### config.mk
export PLATFORM = sky130hd
export DESIGN_NAME = lru_key_value_cache_core
export DESIGN_NICKNAME = d
export VERILOG_FILES = /design/src/rtl/lkvc_pkg.sv /design/src/rtl/lkvc_entry.sv /design/src/rtl/lru_key_value_cache_core.sv
export SDC_FILE = /design/constraint.sdc
export NUM_CORES = 2
export LEC_CHECK = 0
export BUFFER_PORTS_ARGS = -buffer_cell sky130_fd_sc_hd__buf_2
export CAP_MARGIN = 10
export CORE_MARGIN = 2
export CORE_UTILIZATION = 40
export DETAILED_ROUTE_END_ITERATION = 8
export HOLD_SLACK_MARGIN = 0.08
export PLACE_DENSITY = 0.54
export SLEW_MARGIN = 20
export SYNTH_ARGS = -nofsm -noshare
export SYNTH_HDL_FRONTEND = slang
export SYNTH_HIERARCHICAL = 1
export SYNTH_SLANG_ARGS = --single-unit
### constraint.sdc
create_clock -name clock -period 16 [get_ports clock]
set_input_delay 3.2 -clock clock [delete_from_list [all_inputs] [get_ports clock]]
set_output_delay 3.2 -clock clock [all_outputs]
set_load 0.02 [all_outputs]
### src/rtl/lkvc_pkg.sv
// Shared types and constants for the LRU key-value cache.
package lkvc_pkg;

   // Field widths fixed by the item format
   localparam int KEY_W = 32;
   localparam int VAL_W = 32;
   localparam int CAP_W = 5;

   // Operation codes
   localparam logic OP_GET = 1'b0;
   localparam logic OP_PUT = 1'b1;

   // Capacity after reset, and the value returned by a get that misses
   localparam logic [CAP_W-1:0] CAP_RESET  = CAP_W'(16);
   localparam logic [VAL_W-1:0] MISS_VALUE = '1;

   // Request item
   typedef struct packed {
      logic                    opcode;
      logic signed [KEY_W-1:0] lookup_key;
      logic signed [VAL_W-1:0] write_value;
   } lkvc_req_type;

   // Result item
   typedef struct packed {
      logic                    hit;
      logic signed [VAL_W-1:0] read_value;
   } lkvc_rsp_type;

   // Update command broadcast to every entry
   typedef struct packed {
      logic update;         // promote the selected entry this cycle
      logic tgt_was_valid;  // selected entry held a live key before
      logic write_key;      // load key and set valid in the selected entry
      logic write_value;    // load value in the selected entry
   } lkvc_upd_type;

endpackage

### src/rtl/lkvc_entry.sv
// One cache entry: key, value, valid bit, recency rank and key compare.
module lkvc_entry #(
   parameter int RANK_W = 4
) (
   input  logic                   clock,
   input  logic                   reset,
   input  lkvc_pkg::lkvc_req_type item,
   input  lkvc_pkg::lkvc_upd_type upd,
   input  logic                   sel,
   input  logic [RANK_W-1:0]      tgt_rank,
   input  logic [RANK_W-1:0]      last_rank,
   output logic                   match,
   output logic                   victim,
   output logic                   valid,
   output logic [RANK_W-1:0]      rank,
   output logic [lkvc_pkg::VAL_W-1:0] value
);
   import lkvc_pkg::*;

   logic [KEY_W-1:0]  key_ff;
   logic [KEY_W-1:0]  key_in;
   logic [VAL_W-1:0]  value_ff;
   logic [VAL_W-1:0]  value_in;
   logic              valid_ff;
   logic              valid_in;
   logic [RANK_W-1:0] rank_ff;
   logic [RANK_W-1:0] rank_in;

   // Associative compare and least-recent flag
   assign match  = valid_ff && (key_ff == item.lookup_key);
   assign victim = valid_ff && (rank_ff == last_rank);
   assign valid  = valid_ff;
   assign rank   = rank_ff;
   assign value  = value_ff;

   // Payload and rank update
   always_comb begin
      key_in   = key_ff;
      value_in = value_ff;
      valid_in = valid_ff;
      rank_in  = rank_ff;
      if (upd.update) begin
         if (sel) begin
            rank_in = '0;
            if (upd.write_key) begin
               key_in   = item.lookup_key;
               valid_in = 1'b1;
            end
            if (upd.write_value) begin
               value_in = item.write_value;
            end
         end else if (valid_ff && (!upd.tgt_was_valid || rank_ff < tgt_rank)) begin
            // entries ahead of the promoted one move back a place
            rank_in = rank_ff + RANK_W'(1);
         end
      end
   end

   always_ff @(posedge clock) begin
      key_ff   <= key_in;
      value_ff <= value_in;
   end

   always_ff @(posedge clock) begin
      if (reset) begin
         valid_ff <= 1'b0;
         rank_ff  <= '0;
      end else begin
         valid_ff <= valid_in;
         rank_ff  <= rank_in;
      end
   end

endmodule

### src/rtl/lru_key_value_cache_core.sv
// LRU key-value cache core: input register, entry array, result register.
// A taken item passes the input register and then the result register, whose output strobes rsp_valid.
// Throughput: one item per cycle; busy stays low, the lookup, victim choice and
// rank update of one item all fit between the input and result registers.
// Reset clears all valid bits, ranks and occupancy and sets capacity to 16.
// The receiver cannot stall, so nothing holds results back.
module lru_key_value_cache_core #(
   parameter int MAX_ENTRIES = 16
) (
   input  logic                           clock,
   input  logic                           reset,
   input  logic                           start,
   output logic                           busy,
   input  lkvc_pkg::lkvc_req_type         req_data,
   output logic                           rsp_valid,
   output lkvc_pkg::lkvc_rsp_type         rsp_data,
   input  logic                           csr_valid,
   output logic                           csr_ready,
   input  logic [lkvc_pkg::CAP_W-1:0]     csr_data
);
   import lkvc_pkg::*;

   localparam int RANK_W = (MAX_ENTRIES > 1) ? $clog2(MAX_ENTRIES) : 1;
   localparam int OCC_W  = $clog2(MAX_ENTRIES + 1);
   localparam int CMP_W  = (OCC_W > CAP_W) ? OCC_W : CAP_W;

   // Configuration and occupancy
   logic [CAP_W-1:0] cap_ff;
   logic [OCC_W-1:0] occ_ff;
   logic [OCC_W-1:0] occ_in;

   // Input register
   logic         item_vld_ff;
   lkvc_req_type item_ff;

   // Result register
   logic         rsp_vld_ff;
   lkvc_rsp_type rsp_ff;
   lkvc_rsp_type rsp_in;

   // Entry array signals
   logic [MAX_ENTRIES-1:0] match_vec;
   logic [MAX_ENTRIES-1:0] victim_vec;
   logic [MAX_ENTRIES-1:0] valid_vec;
   logic [MAX_ENTRIES-1:0] free_vec;
   logic [MAX_ENTRIES-1:0] first_free;
   logic [MAX_ENTRIES-1:0] sel_vec;
   logic [RANK_W-1:0]      rank_arr  [MAX_ENTRIES];
   logic [VAL_W-1:0]       value_arr [MAX_ENTRIES];
   logic [RANK_W-1:0]      tgt_rank;
   logic [RANK_W-1:0]      last_rank;
   logic [VAL_W-1:0]       hit_value;
   logic [CMP_W-1:0]       cap_ext;
   logic [CMP_W-1:0]       eff_cap;
   logic                   hit;
   logic                   full;
   lkvc_upd_type           upd;

   assign busy      = 1'b0;
   assign csr_ready = 1'b1;
   assign rsp_valid = rsp_vld_ff;
   assign rsp_data  = rsp_ff;

   // Capacity register
   always_ff @(posedge clock) begin
      if (reset) begin
         cap_ff <= CAP_RESET;
      end else if (csr_valid && csr_ready) begin
         cap_ff <= csr_data;
      end
   end

   // Input register
   always_ff @(posedge clock) begin
      if (reset) begin
         item_vld_ff <= 1'b0;
      end else begin
         item_vld_ff <= start && !busy;
      end
   end

   always_ff @(posedge clock) begin
      if (start && !busy) begin
         item_ff <= req_data;
      end
   end

   // Entry array
   for (genvar g = 0; g < MAX_ENTRIES; g++) begin : g_entry
      lkvc_entry #(
         .RANK_W (RANK_W)
      ) u_entry (
         .clock     (clock),
         .reset     (reset),
         .item      (item_ff),
         .upd       (upd),
         .sel       (sel_vec[g]),
         .tgt_rank  (tgt_rank),
         .last_rank (last_rank),
         .match     (match_vec[g]),
         .victim    (victim_vec[g]),
         .valid     (valid_vec[g]),
         .rank      (rank_arr[g]),
         .value     (value_arr[g])
      );
   end

   // Effective capacity: zero reads as one, saturated at the entry count
   assign cap_ext = CMP_W'(cap_ff);
   always_comb begin
      eff_cap = cap_ext;
      if (cap_ext == '0) begin
         eff_cap = CMP_W'(1);
      end else if (cap_ext > CMP_W'(MAX_ENTRIES)) begin
         eff_cap = CMP_W'(MAX_ENTRIES);
      end
   end

   assign full      = CMP_W'(occ_ff) >= eff_cap;
   assign last_rank = RANK_W'(occ_ff - OCC_W'(1));
   assign hit       = |match_vec;

   // Lowest free slot as a one-hot vector
   assign free_vec   = ~valid_vec;
   assign first_free = free_vec & (~free_vec + MAX_ENTRIES'(1));

   // Pick the entry to promote and the command for the array
   always_comb begin
      sel_vec = '0;
      upd     = '0;
      if (item_vld_ff) begin
         if (hit) begin
            sel_vec         = match_vec;
            upd.update      = 1'b1;
            upd.write_value = (item_ff.opcode == OP_PUT);
         end else if (item_ff.opcode == OP_PUT) begin
            sel_vec         = full ? victim_vec : first_free;
            upd.update      = 1'b1;
            upd.write_key   = 1'b1;
            upd.write_value = 1'b1;
         end
      end
      upd.tgt_was_valid = |(sel_vec & valid_vec);
   end

   // Rank and value of the selected or matching entry (one-hot OR select)
   always_comb begin
      tgt_rank  = '0;
      hit_value = '0;
      for (int i = 0; i < MAX_ENTRIES; i++) begin
         tgt_rank  = tgt_rank  | (sel_vec[i]   ? rank_arr[i]  : '0);
         hit_value = hit_value | (match_vec[i] ? value_arr[i] : '0);
      end
   end

   // Occupancy grows only when a new key lands in a free slot
   always_comb begin
      occ_in = occ_ff;
      if (item_vld_ff && !hit && item_ff.opcode == OP_PUT && !full) begin
         occ_in = occ_ff + OCC_W'(1);
      end
   end

   always_ff @(posedge clock) begin
      if (reset) begin
         occ_ff <= '0;
      end else begin
         occ_ff <= occ_in;
      end
   end

   // Result item
   always_comb begin
      rsp_in.hit = hit;
      if (item_ff.opcode == OP_PUT) begin
         rsp_in.read_value = '0;
      end else if (hit) begin
         rsp_in.read_value = hit_value;
      end else begin
         rsp_in.read_value = MISS_VALUE;
      end
   end

   always_ff @(posedge clock) begin
      if (reset) begin
         rsp_vld_ff <= 1'b0;
      end else begin
         rsp_vld_ff <= item_vld_ff;
      end
   end

   always_ff @(posedge clock) begin
      if (item_vld_ff) begin
         rsp_ff <= rsp_in;
      end
   end

endmodule
==> results.md <==
- Top-count cell post-synth: edfxtp_1
- Max Transition Viols Final: 0
- Critical-path cell list: buf_4, xor2_1, nor4_1, nand4_1, nor3_2, buf_4, nor4_1, and4_1, nand2_2, inv_1, buf_4, and3_1, a2111oi_2, nand4_1, a211o_1, inv_1, ha_1, a21oi_1, o21ai_2, a2111oi_2, o2bb2ai_1
- Layout Cells excl Fill: 5467
- Worst EP required: 16680 ps
- Maximum clock frequency: 137.9 MHz
- Crit path max fanout: 33
- WS Path Type: reg2reg
- TritonCTS Buffers: 134
- Via count: 31.54k
- Slew HR: 24.08%
- CTS Hold Bufs: 0
- Worst-path clk slew: 60 ps
- Die Footprint: 131700 um2
- Root buf cell: clkbuf_16
- Starting density of the core: 40.36%
- Clock buffer depth: 3
- Sinks on Clock Net: 1214
- PD cells: 115.2 nW/um2
- # setup viols final: 0
- Die width: 363.0 um
- Adder-Cell Fraction of Synth Area: 1.724%
- First-pass GRT wire length: 212400 um
- Slew @ Worst Pin: 1139 ps
- Final HPWL DP: 81860 um
- CTS H-tree lvls: 4
- Top_reg_cell synth: edfxtp_1
- Post-route cell area: 58900 um2
- Worst Hold Class: reg2reg
- DRT antenna net count: 0
- IO Pins: 110
- Area of the core: 127700 um2
- Vias per cell: 5.770
- CP Data Arrival Time: 7940 ps
- Mux cell area share after synthesis: 0.1966%
- Vias in the first global route: 30.81k
- Initial DRT Pass Iterations: 8
- Skew final: 30.85 ps
- Slowest CP cell: a211o_1
- Initial DRC count: 3207
- Xor-xnor portion of the synthesized cell area: 9.891%
- Inst Count DP: 5227
- Largest family of logic cells by synthesized area: compound AO/OA/AOI/OAI gates
- Layout cells sized above 1: 13.17%
- Final #Nets: 3846
- Synth warnings: 6
- Count of cell types in the netlist: 71
- Gr usage total: 21.85%
- Tmin final: 7253 ps
- MaxCap Viol Count: 0
- RSZ-0062 raised after global routing: false
- P_leak: 19.26 nW
- Final Hold Viols: 0
- Remaining Overflow, GRT: 0
- Synth top area share: 65.37%
- Number of flops mapped to enable cells by yosys: 1122
- Period Utilization, post-route: 45.33%
- Async SR Flop Fraction: 0%
- Critical Path Source Type: flop
- Peak supply drop: 0.0001102 V
- Top cells by area, synth: edfxtp_1 65%, xor2_1 8.8%, dfxtp_1 3.6%, a22oi_1 3.3%, ha_1 1.7%
- Mapped Cells: 3438
- Latest clock arrival within the worst-skew pair: 770 ps
- Status: finished, final reports clean
- Die Y: 363.0 um
- Num rows: 131
- Area Growth Syn to Fin: 14.27%
- Post-synth top cells: 1122 x edfxtp_1, 517 x xor2_1, 224 x a22oi_1
- Avg WL per Cell: 26.37 um
- Port Buffers: 107
- Sequential element share of the synthesized area: 68.95%
- Seq cells post-synth: 1214
- DRC viols: 0
- Post-Synth Simple-Gate Area: 7.533%
- DP Area: 54740 um2
- Power after layout: 6.788 mW
- Antenna Cells: 0
- Pin count of the biggest net entering global routing: 97
- Setup TNS: 0 ps
- CTS tree: yes
- Peak per-stage delay on the critical path: 690 ps
- Final WL: 144200 um
- Post-CTS Resized: 0
- Mean Syn Cell Area: 14.99 um2
- Most Frequent Cell on Critical Path: buf_4
- Synth area leader: edfxtp_1
- Syn Nets: 3583
- RePlAce Congestion: 0.9567
- Post-CTS setup buffers: 0
- Synth Area in Compound Gates: 10.06%
- Synth Cell Area: 51540 um2
- Critical Path End Type: flop
- Post-layout util: 46.13%
- Initial antenna violation count: 2
==> per-stage QoR <==
step	hold WS [ps]	worst slack (ps)
floorplan	461.1	7697
global placement	504.6	8958
detailed placement	511.5	8759
CTS	526.4	8700
global route	557.0	8241
finish	520.7	8747
==> per-layer routing <==
metal / track usage (%) / wire length, um / vias to the layer above
li1: - / - / 14063
met1: 32.33 / 66460 / 15946
met2: 32.92 / 63990 / 1267
met3: 3.932 / 10270 / 264
met4: 6.192 / 3419 / 4
met5: 0 / 23 / -
==> registers in the layout, summed over array words and instances, names as in the netlist <==
name                    count
item_vld_ff                 1
rsp_data                   33
g_entry.u_entry/rank       64
g_entry.u_entry/key_ff    512
occ_ff                      5
rsp_valid                   1
cap_ext                     5
g_entry.u_entry/value     512
item_ff                    65
g_entry.u_entry/valid      16
==> final timing paths <==
check                           from                                        to  slack [ps]  cells after the start
max            item_ff[41]$_DFFE_PP_  g_entry[15].u_entry/rank[1]$_SDFFE_PP0P_        8750                     21
min          cap_ext[0]$_SDFFE_PP0P_                   cap_ext[0]$_SDFFE_PP0P_         520                      2
min reg2reg  cap_ext[0]$_SDFFE_PP0P_                   cap_ext[0]$_SDFFE_PP0P_         520                      2
max reg2reg    item_ff[41]$_DFFE_PP_  g_entry[15].u_entry/rank[1]$_SDFFE_PP0P_        8750                     21
==> where the power goes <==
| group | internal, mW | switching, mW |
|---|---|---|
| registers | 3.51 | 0.0414 |
| logic | 0.0938 | 0.198 |
| clock network | 1.67 | 1.28 |
==> cell usage in the layout (no fill, tap or decap), types with 17 or more instances in the layout <==
cell type  instances
edfxtp_1        1122
xor2_1           515
a22oi_1          224
clkbuf_16        135
inv_1            124
nor4_1           117
nand3_1          110
buf_4            110
buf_2            105
a21oi_1           92
dfxtp_1           91
nand2_1           90
ha_1              71
xnor2_1           65
nand4_1           64
nand2b_1          60
nor2_1            54
a221oi_1          49
nor3_1            43
a22o_1            42
clkbuf_1          41
a31oi_1           37
o2bb2ai_1         33
o2111ai_1         32
clkinv_2          22
o21ai_0           21
a211o_1           20
nand3b_1          18
clkinv_1          17
o21ai_2           17
or3_1             17
a2111oi_2         17
o211ai_1          17
==> area by class of cell <==
cell class	instances	area, um2
Clock buffer	179	3573
Multi-Input combinational cell	2010	15310
Inverter	126	473.0
Fill cell	11126	68790
Tap cell	1662	2079
Timing Repair Buffer	215	1351
Clock inverter	61	576.8
Sequential cell	1214	35540
==> worst max-delay path, delay by kind of cell, from the launching register on <==
kind	cells	cell delay, ps
AOI/OAI and AO/OA	6	2030
xor gates and xnor gates	1	140
adders and majority gates	1	260
buffers and inverters	5	1800
DFF	1	330
and+or+nand+nor	8	2560
==> cells by family after synthesis <==
| group | count (synthesis) |
|---|---|
| fa+ha+maj | 71 |
| xor+xnor | 582 |
| flops | 1214 |
| buf+inv | 214 |
| compound gates | 666 |
| other cells | 2 |
| mux | 10 |
| simple gates | 679 |
Note: power is estimated with default switching activity, not from simulation.
